<file path="src/rtl/twid_pkg.sv">
// Shared types and codes for the two-word immediate op decoder.
package twid_pkg;

    // APB register map: byte address 4*index, word index in paddr[2]
    localparam int PADDR_W  = 3;
    localparam int PDATA_W  = 32;
    localparam int REG_IDX_W = PADDR_W - 2;
    localparam logic [REG_IDX_W-1:0] REG_XG3_MODE = 1'd0;

    // Operation classes
    localparam logic [4:0] CLS_INVALID  = 5'd0;
    localparam logic [4:0] CLS_LDI      = 5'd1;
    localparam logic [4:0] CLS_ADD      = 5'd2;
    localparam logic [4:0] CLS_XMOVTT   = 5'd3;
    localparam logic [4:0] CLS_LDISH16  = 5'd4;
    localparam logic [4:0] CLS_FLDCH    = 5'd5;
    localparam logic [4:0] CLS_BREAK    = 5'd6;
    localparam logic [4:0] CLS_FLDCF    = 5'd7;
    localparam logic [4:0] CLS_MOVQ_ST  = 5'd11;
    localparam logic [4:0] CLS_MOVL_ST  = 5'd12;
    localparam logic [4:0] CLS_LEAQ     = 5'd13;
    localparam logic [4:0] CLS_MOVQ_LD  = 5'd14;
    localparam logic [4:0] CLS_MOVL_LD  = 5'd15;
    localparam logic [4:0] CLS_BRA      = 5'd16;
    localparam logic [4:0] CLS_BSR      = 5'd17;

    // Operand forms
    localparam logic [2:0] FORM_IMM_REG = 3'd0;
    localparam logic [2:0] FORM_STORE   = 3'd1;
    localparam logic [2:0] FORM_LOAD    = 3'd2;
    localparam logic [2:0] FORM_PC_DISP = 3'd3;
    localparam logic [2:0] FORM_NONE    = 3'd4;

    // Predicate modes
    localparam logic [1:0] PRED_NONE  = 2'd0;
    localparam logic [1:0] PRED_TRUE  = 2'd1;
    localparam logic [1:0] PRED_FALSE = 2'd2;

    // Scheduling flag values
    localparam logic [3:0] FL_NONE     = 4'h0;
    localparam logic [3:0] FL_CTRL     = 4'h1;
    localparam logic [3:0] FL_NOWEX    = 4'h2;
    localparam logic [3:0] FL_BRANCH   = 4'h7;
    localparam logic [3:0] FL_NOWEX_IO = 4'h8;

    // Register number that turns FLDCH into a break
    localparam logic [4:0] RN_BREAK = 5'd15;

    typedef struct packed {
        logic [15:0] first_word;
        logic [15:0] second_word;
        logic [31:0] jumbo_bits;
        logic        predicated_form;
        logic [47:0] pc_in;
    } t_dec_in;

    typedef struct packed {
        logic [4:0]         op_class;
        logic [2:0]         operand_form;
        logic signed [63:0] immediate;
        logic [5:0]         dest_reg;
        logic               dest_is_base;
        logic [5:0]         src_reg;
        logic               src_is_base;
        logic [3:0]         sched_flags;
        logic [1:0]         pred_mode;
        logic               decode_ok;
        logic [47:0]        pc_out;
    } t_dec_out;

endpackage

</file>
<file path="src/rtl/twid_cfg.sv">
// APB configuration register block holding the xg3 mode bit.
module twid_cfg (
    input  logic                         i_clk,
    input  logic                         i_rst_n,
    input  logic                         psel,
    input  logic                         penable,
    input  logic                         pwrite,
    input  logic [twid_pkg::PADDR_W-1:0] paddr,
    input  logic [twid_pkg::PDATA_W-1:0] pwdata,
    output logic [twid_pkg::PDATA_W-1:0] prdata,
    output logic                         pready,
    output logic                         o_xg3_mode
);
    import twid_pkg::*;

    logic r_xg3_mode;
    logic hit;

    assign hit    = (paddr[PADDR_W-1:2] == REG_XG3_MODE);
    assign pready = 1'b1;
    assign prdata = hit ? {{(PDATA_W-1){1'b0}}, r_xg3_mode} : '0;
    assign o_xg3_mode = r_xg3_mode;

    always_ff @(posedge i_clk) begin
        if (!i_rst_n) begin
            r_xg3_mode <= 1'b0;
        end else if (psel && penable && pwrite && pready && hit) begin
            r_xg3_mode <= pwdata[0];
        end
    end

endmodule

</file>
<file path="src/rtl/twid_decode.sv">
// Combinational decode of one registered two-word instruction.
module twid_decode (
    input  logic               i_xg3_mode,
    input  twid_pkg::t_dec_in  i_item,
    output twid_pkg::t_dec_out o_res
);
    import twid_pkg::*;

    logic [15:0] w1;
    logic [15:0] w2;
    logic [31:0] jb;
    logic [5:0]  rn;
    logic        wm;
    logic        wi;
    logic        jumbo;
    logic [1:0]  sub;
    logic [63:0] iu;
    logic [63:0] in_neg;
    logic [63:0] is;
    logic [63:0] ib;
    logic [62:0] ib_x;
    logic [4:0]  cls;
    logic [2:0]  form;
    logic [63:0] imm;
    logic [5:0]  dr;
    logic        db;
    logic [5:0]  sr;
    logic        sb;
    logic [3:0]  fl;
    logic        ok;

    assign w1    = i_item.first_word;
    assign w2    = i_item.second_word;
    assign jb    = i_item.jumbo_bits;
    assign rn    = {jb[30], w1[4:0]};
    assign wm    = jb[29];
    assign wi    = jb[28];
    assign jumbo = jb[25];
    assign sub   = jb[21:20];

    // Pre-scaled 22-bit form: sign from wi, then scale by two and back off one word
    assign ib_x = {{41{wi}}, rn, w2};

    always_comb begin
        // 20-bit branch form, with the three bits just above it flipped by the prefix
        ib = {{44{w1[3]}}, w1[3:0], w2};
        ib[22:20] = ib[22:20] ^ jb[30:28];
        if (i_xg3_mode) begin
            ib = {ib_x, 1'b0} - 64'd2;
        end

        if (jumbo) begin
            is     = {{32{wi}}, jb[15:0], w2};
            iu     = is;
            in_neg = is;
        end else begin
            is     = {{48{w2[15]}}, w2};
            iu     = {48'd0, w2};
            in_neg = {{48{1'b1}}, w2};
        end

        cls  = CLS_INVALID;
        form = FORM_NONE;
        imm  = '0;
        dr   = '0;
        db   = 1'b0;
        sr   = '0;
        sb   = 1'b0;
        fl   = FL_NONE;
        ok   = 1'b1;

        case (w1[7:4])
            4'h0, 4'h1: begin
                cls = CLS_LDI; form = FORM_IMM_REG; imm = iu; dr = rn;
            end
            4'h2, 4'h3: begin
                cls = CLS_LDI; form = FORM_IMM_REG; imm = in_neg; dr = rn;
            end
            4'h4, 4'h5: begin
                cls  = (jumbo && sub == 2'd3) ? CLS_XMOVTT : CLS_ADD;
                form = FORM_IMM_REG; imm = is; dr = rn;
            end
            4'h6, 4'h7: begin
                cls = CLS_LDISH16; form = FORM_IMM_REG; imm = iu; dr = rn;
            end
            4'h8, 4'h9: begin
                cls = CLS_FLDCH; form = FORM_IMM_REG; imm = iu; dr = rn;
                if (w1[4:0] == RN_BREAK && !jb[30]) begin
                    cls = CLS_BREAK;
                end
                if (jumbo) begin
                    fl  = fl | FL_NOWEX;
                    cls = CLS_FLDCF + {3'd0, sub};
                end else if (wm) begin
                    // store form: base register is the address, rn the data
                    cls  = wi ? CLS_MOVL_ST : CLS_MOVQ_ST;
                    form = FORM_STORE;
                    dr   = '0;
                    db   = 1'b1;
                    sr   = rn;
                end
            end
            4'hA, 4'hB: begin
                cls = CLS_LEAQ; form = FORM_LOAD; imm = iu; dr = rn;
                sb  = 1'b1; fl = FL_NOWEX_IO;
                if (wm) begin
                    cls = wi ? CLS_MOVL_LD : CLS_MOVQ_LD;
                end
            end
            4'hE, 4'hF: begin
                cls = CLS_BRA; form = FORM_PC_DISP; imm = ib; fl = FL_BRANCH;
                if (i_xg3_mode ? wm : w1[4]) begin
                    cls = CLS_BSR;
                end
            end
            default: begin
                ok = 1'b0;
            end
        endcase

        o_res.op_class     = cls;
        o_res.operand_form = form;
        o_res.immediate    = imm;
        o_res.dest_reg     = dr;
        o_res.dest_is_base = db;
        o_res.src_reg      = sr;
        o_res.src_is_base  = sb;
        o_res.sched_flags  = fl;
        o_res.pred_mode    = PRED_NONE;
        o_res.decode_ok    = ok;
        o_res.pc_out       = i_item.pc_in;

        if (i_item.predicated_form) begin
            if (!ok || w1 == 16'd0) begin
                o_res.op_class     = CLS_BREAK;
                o_res.operand_form = FORM_NONE;
                o_res.immediate    = '0;
                o_res.dest_reg     = '0;
                o_res.dest_is_base = 1'b0;
                o_res.src_reg      = '0;
                o_res.src_is_base  = 1'b0;
                o_res.sched_flags  = FL_CTRL;
            end else begin
                o_res.pred_mode = w1[10] ? PRED_FALSE : PRED_TRUE;
            end
        end
    end

endmodule

</file>
<file path="src/rtl/two_word_immediate_op_decoder.sv">
// Top level: input register, decode logic and result register of the decoder.
//
// Takes one instruction per clock while o_in_stall is low and returns its decoded form
// through the input register and then the result register, with the
// whole decode between them. Both registers advance whenever the result register is
// empty or being taken, so a stall on the result side backs up into o_in_stall in the
// same cycle and no item is dropped. xg3_mode sits at APB byte address 0 and is read
// by the decode of the item in the input register; change it only while the block
// holds no item.
module two_word_immediate_op_decoder (
    input  logic                         i_clk,
    input  logic                         i_rst_n,
    input  logic                         psel,
    input  logic                         penable,
    input  logic                         pwrite,
    input  logic [twid_pkg::PADDR_W-1:0] paddr,
    input  logic [twid_pkg::PDATA_W-1:0] pwdata,
    output logic [twid_pkg::PDATA_W-1:0] prdata,
    output logic                         pready,
    input  logic                         i_in_valid,
    output logic                         o_in_stall,
    input  twid_pkg::t_dec_in            i_in,
    output logic                         o_out_valid,
    input  logic                         i_out_stall,
    output twid_pkg::t_dec_out           o_out
);
    import twid_pkg::*;

    logic     xg3_mode;
    logic     out_load;
    logic     r_in_valid;
    t_dec_in  r_in;
    logic     r_out_valid;
    t_dec_out r_out;
    t_dec_out n_out;

    twid_cfg u_cfg (
        .i_clk      (i_clk),
        .i_rst_n    (i_rst_n),
        .psel       (psel),
        .penable    (penable),
        .pwrite     (pwrite),
        .paddr      (paddr),
        .pwdata     (pwdata),
        .prdata     (prdata),
        .pready     (pready),
        .o_xg3_mode (xg3_mode)
    );

    twid_decode u_decode (
        .i_xg3_mode (xg3_mode),
        .i_item     (r_in),
        .o_res      (n_out)
    );

    // Result register frees up when empty or when its transfer completes
    assign out_load   = !r_out_valid || !i_out_stall;
    assign o_in_stall = r_in_valid && !out_load;

    always_ff @(posedge i_clk) begin
        if (!i_rst_n) begin
            r_in_valid  <= 1'b0;
            r_out_valid <= 1'b0;
        end else begin
            if (out_load) begin
                r_out_valid <= r_in_valid;
            end
            if (!o_in_stall) begin
                r_in_valid <= i_in_valid;
            end
        end
    end

    always_ff @(posedge i_clk) begin
        if (!o_in_stall && i_in_valid) begin
            r_in <= i_in;
        end
        if (out_load && r_in_valid) begin
            r_out <= n_out;
        end
    end

    assign o_out_valid = r_out_valid;
    assign o_out       = r_out;

endmodule

</file>
<file path="config.mk">
export PLATFORM = sky130hd
export DESIGN_NAME = two_word_immediate_op_decoder
export DESIGN_NICKNAME = d
export VERILOG_FILES = /design/src/rtl/twid_pkg.sv /design/src/rtl/twid_cfg.sv /design/src/rtl/twid_decode.sv /design/src/rtl/two_word_immediate_op_decoder.sv
export SDC_FILE = /design/constraint.sdc
export NUM_CORES = 1
export LEC_CHECK = 0
export BUFFER_PORTS_ARGS = -buffer_cell sky130_fd_sc_hd__buf_2
export CELL_PAD_IN_SITES_DETAIL_PLACEMENT = 1
export CELL_PAD_IN_SITES_GLOBAL_PLACEMENT = 1
export CORE_MARGIN = 8
export CORE_UTILIZATION = 39
export DETAILED_ROUTE_END_ITERATION = 8
export PLACE_DENSITY = 0.81
export SKIP_CTS_REPAIR_TIMING = 1
export SLEW_MARGIN = 0
export SYNTH_ARGS = -nofsm -noshare
export SYNTH_HDL_FRONTEND = slang
export SYNTH_SLANG_ARGS = --single-unit
export TNS_END_PERCENT = 50
</file>
<file path="constraint.sdc">
create_clock -name i_clk -period 10.98 [get_ports i_clk]
set_input_delay 1.647 -clock i_clk [delete_from_list [all_inputs] [get_ports i_clk]]
set_output_delay 1.647 -clock i_clk [all_outputs]
set_load 0.05 [all_outputs]
</file>
==> reports/metrics.cfg <==
[status]
status = completed

[pwr]
power_per_cell_area_nw_per_um2 = 185
leakagePower_nw = 4.22
vdd_ir_drop_max_uv = 166

[grt]
number_of_antenna_violations_at_the_first_check_in_global_routing = 9
grt_start_max_net_pins = 62
grt_pass1_vias = 6029
grt_pass1_wl_um = 35500
grt_usage = 0.161
grt-ovfl-total = 0

[clocking]
root_buffer = clkbuf_16
clk-insertion-delay-late_ns = 0.53
number_of_sinks_handled_by_clock_tree_synthesis = 215
cts.htree.levels = 1
cts_made_buffers = 23
clockBufferDepth = 3
worst_setup_hold_path_clk_slew_ns = 0.06
tritoncts = built

[yosys]
yosys-top-cells-area = edfxtp_1 (73%), buf_4 (5.5%), a21oi_1 (2.3%)
synth.distinct_cells = 56
synth-warning-count = 0
netlist_area_um2 = 8730
netlist.area_leader.share = 0.729
ys_ff_latch = 215
synthFlopType = edfxtp_1
post_synth_edffs = 212
async_flop_share = 0
syn-instance-count = 595
synth.largest_area_cell = edfxtp_1
synth.yosys.seq_area_share = 0.736
mean_instance_size_in_the_synthesized_netlist_um2 = 14.7

[sta]
setup_viols_final = 0
fin_crit_sh = 0.361
timing_hold_violations_final = 0
setup-tns-final_ns = 0
finalMaxSlewViolations = 0
slew-limit-headroom = 0.0985
max_slew.worst_pin.slew_ns = 1.35
clock-skew-final_ns = 0.0176
max_clock_freq_ghz = 0.252
period_minus_slack_ns = 3.97
rsz0062_at_grt = false

[detailed_routing]
detail_route.drc_violations = 0
wire_per_inst_um = 20.7
drt_iter0_drc = 325
routed_vias = 5586
detailedRoute.firstPassIterationCount = 4
detail_route.vias_per_cell = 5.01
wl_um = 23100
drt.antenna.violating_nets = 0

[worst_setup_path]
critPathKind = in2out
rr_endpoint = o_out[90]
reg2reg_depth = 4
worst-r2r-setup-slack_ns = 7.55
cp_data_required_time_ns = 9.33
crit_path_max_fanout = 3
r2r_start = r_in[104]
timing.critical_path.from = i_out_stall
critical_path.endpoint_type = output port
worstPathArrival_ns = 2.32
cp-start-kind = input pin

[floorplan]
total_die_area_um2 = 27400
rows = 54
core_region_area_um2 = 21900
floorplan.io_pins = 331
die_y_um = 166
initial_utilization = 0.399
die_x_um = 166

[final_layout]
finish.net_count = 978
mostFrequentLayoutCells = buf_2 (255), edfxtp_1 (212), a21oi_1 (40)
fillerInstances = 2281
syn_to_final_growth_pct = 22.3
finalNonFillerCells = 1115
layout-drive-gt1-share = 0.373
layout_commonest_cell = buf_2

[place]
routabilityCongestion = 0.814
port_buffers = 255
placed_cells_incl_taps = 1073
hpwl_um = 16900

[min_path]
timing.hold.worst.class = reg2reg
timing.hold.worst_path_depth = 0
worst_min_delay_path_startpoint = r_in[23]
whs_endpoint = o_out[23]

[flow_run]
max_cap_viol = 0

cell families (layout without fill, tap and decap cells):
kind of cell	after synthesis	after routing	share of synthesized area
muxes	3	3	0.00372
xor gates and xnor gates	13	13	0.0130
and+or+nand+nor	144	144	0.0851
DFF	215	215	0.736
adders and majority gates	5	5	0.00716
AOI/OAI and AO/OA	107	107	0.0792
buffers and inverters	106	315	0.0751
other	2	33	0.000860
Yosys cell counts (3+ instances only):
cell	n
a211oi_1	5
a21o_1	3
a21oi_1	40
a22oi_1	15
and2_1	11
and3_1	3
buf_1	4
buf_4	64
clkbuf_1	22
dfxtp_1	3
edfxtp_1	212
ha_1	5
inv_1	12
nand2_1	39
nand2b_1	7
nand3_1	5
nor2_1	29
nor2b_1	6
nor3_1	8
nor4_1	12
o21ai_0	13
o22a_1	8
or2_2	4
or3_1	6
or4_1	6
xor2_1	11
metrics by stage:
stage	hold WS [ns]	utilization	total power (W)	cell area (um^2)	worst slack (ns)
2_1_floorplan	0.400	-	0.00119	8850	0.699
3_3_place_gp	0.400	0.454	0.00123	9940	7.03
3_5_place_dp	0.406	0.454	0.00124	9940	7.00
4_1_cts	0.420	0.488	0.00200	10700	7.00
5_1_grt	0.426	0.488	0.00204	10700	6.97
6_report	0.418	0.488	0.00198	10700	7.01
worst max-delay path: stages:
cell and delay (ns):
buf_2 0.12, and3_1 0.25, buf_2 0.30
layout make-up:
class / instances / area (um^2) / share of cell area
clock buffers: 28 / 604 / 0.0566
inverters: 12 / 45.0 / 0.00422
multi-input cells: 304 / 1790 / 0.167
well taps: 280 / 350 / 0.0328
clock inverters: 13 / 141 / 0.0132
flip-flops and latches: 215 / 6430 / 0.601
repair buffers: 262 / 1330 / 0.124
diodes: 1 / 2.50 / 0.000234
sequential cells by signal (all words and copies together) (netlist names):
| register | count |
|---|---|
| o_out | 109 |
| r_in | 103 |
| o_out_valid | 1 |
| r_in_valid | 1 |
| u_cfg.o_xg3_mode | 1 |
layer usage:
layer,up-vias,track usage,routed length [um]
li1,2572,-,-
met1,2713,0.174,8470
met2,241,0.283,11600
met3,44,0.0691,2350
met4,16,0.0415,532
met5,-,0,96
how the worst max path moves through the flow:
stage / endpoint / slack, ns / cells past startpoint
floorplan: o_out[0] / 0.70 / 1
global placement: o_in_stall / 7.03 / 3
detailed placement: o_in_stall / 7.00 / 3
CTS: o_in_stall / 7.00 / 3
global route: o_in_stall / 6.97 / 3
finish: o_in_stall / 7.01 / 3
power breakdown:
part / internal [W] / switching, W / total (W)
logic: 0.0000535 / 0.000184 / 0.000237
clock network: 0.000443 / 0.000319 / 0.000762
registers: 0.000956 / 0.0000247 / 0.000981
total: 0.00145 / 0.000527 / 0.00198
(Power assumes the default switching activity.)
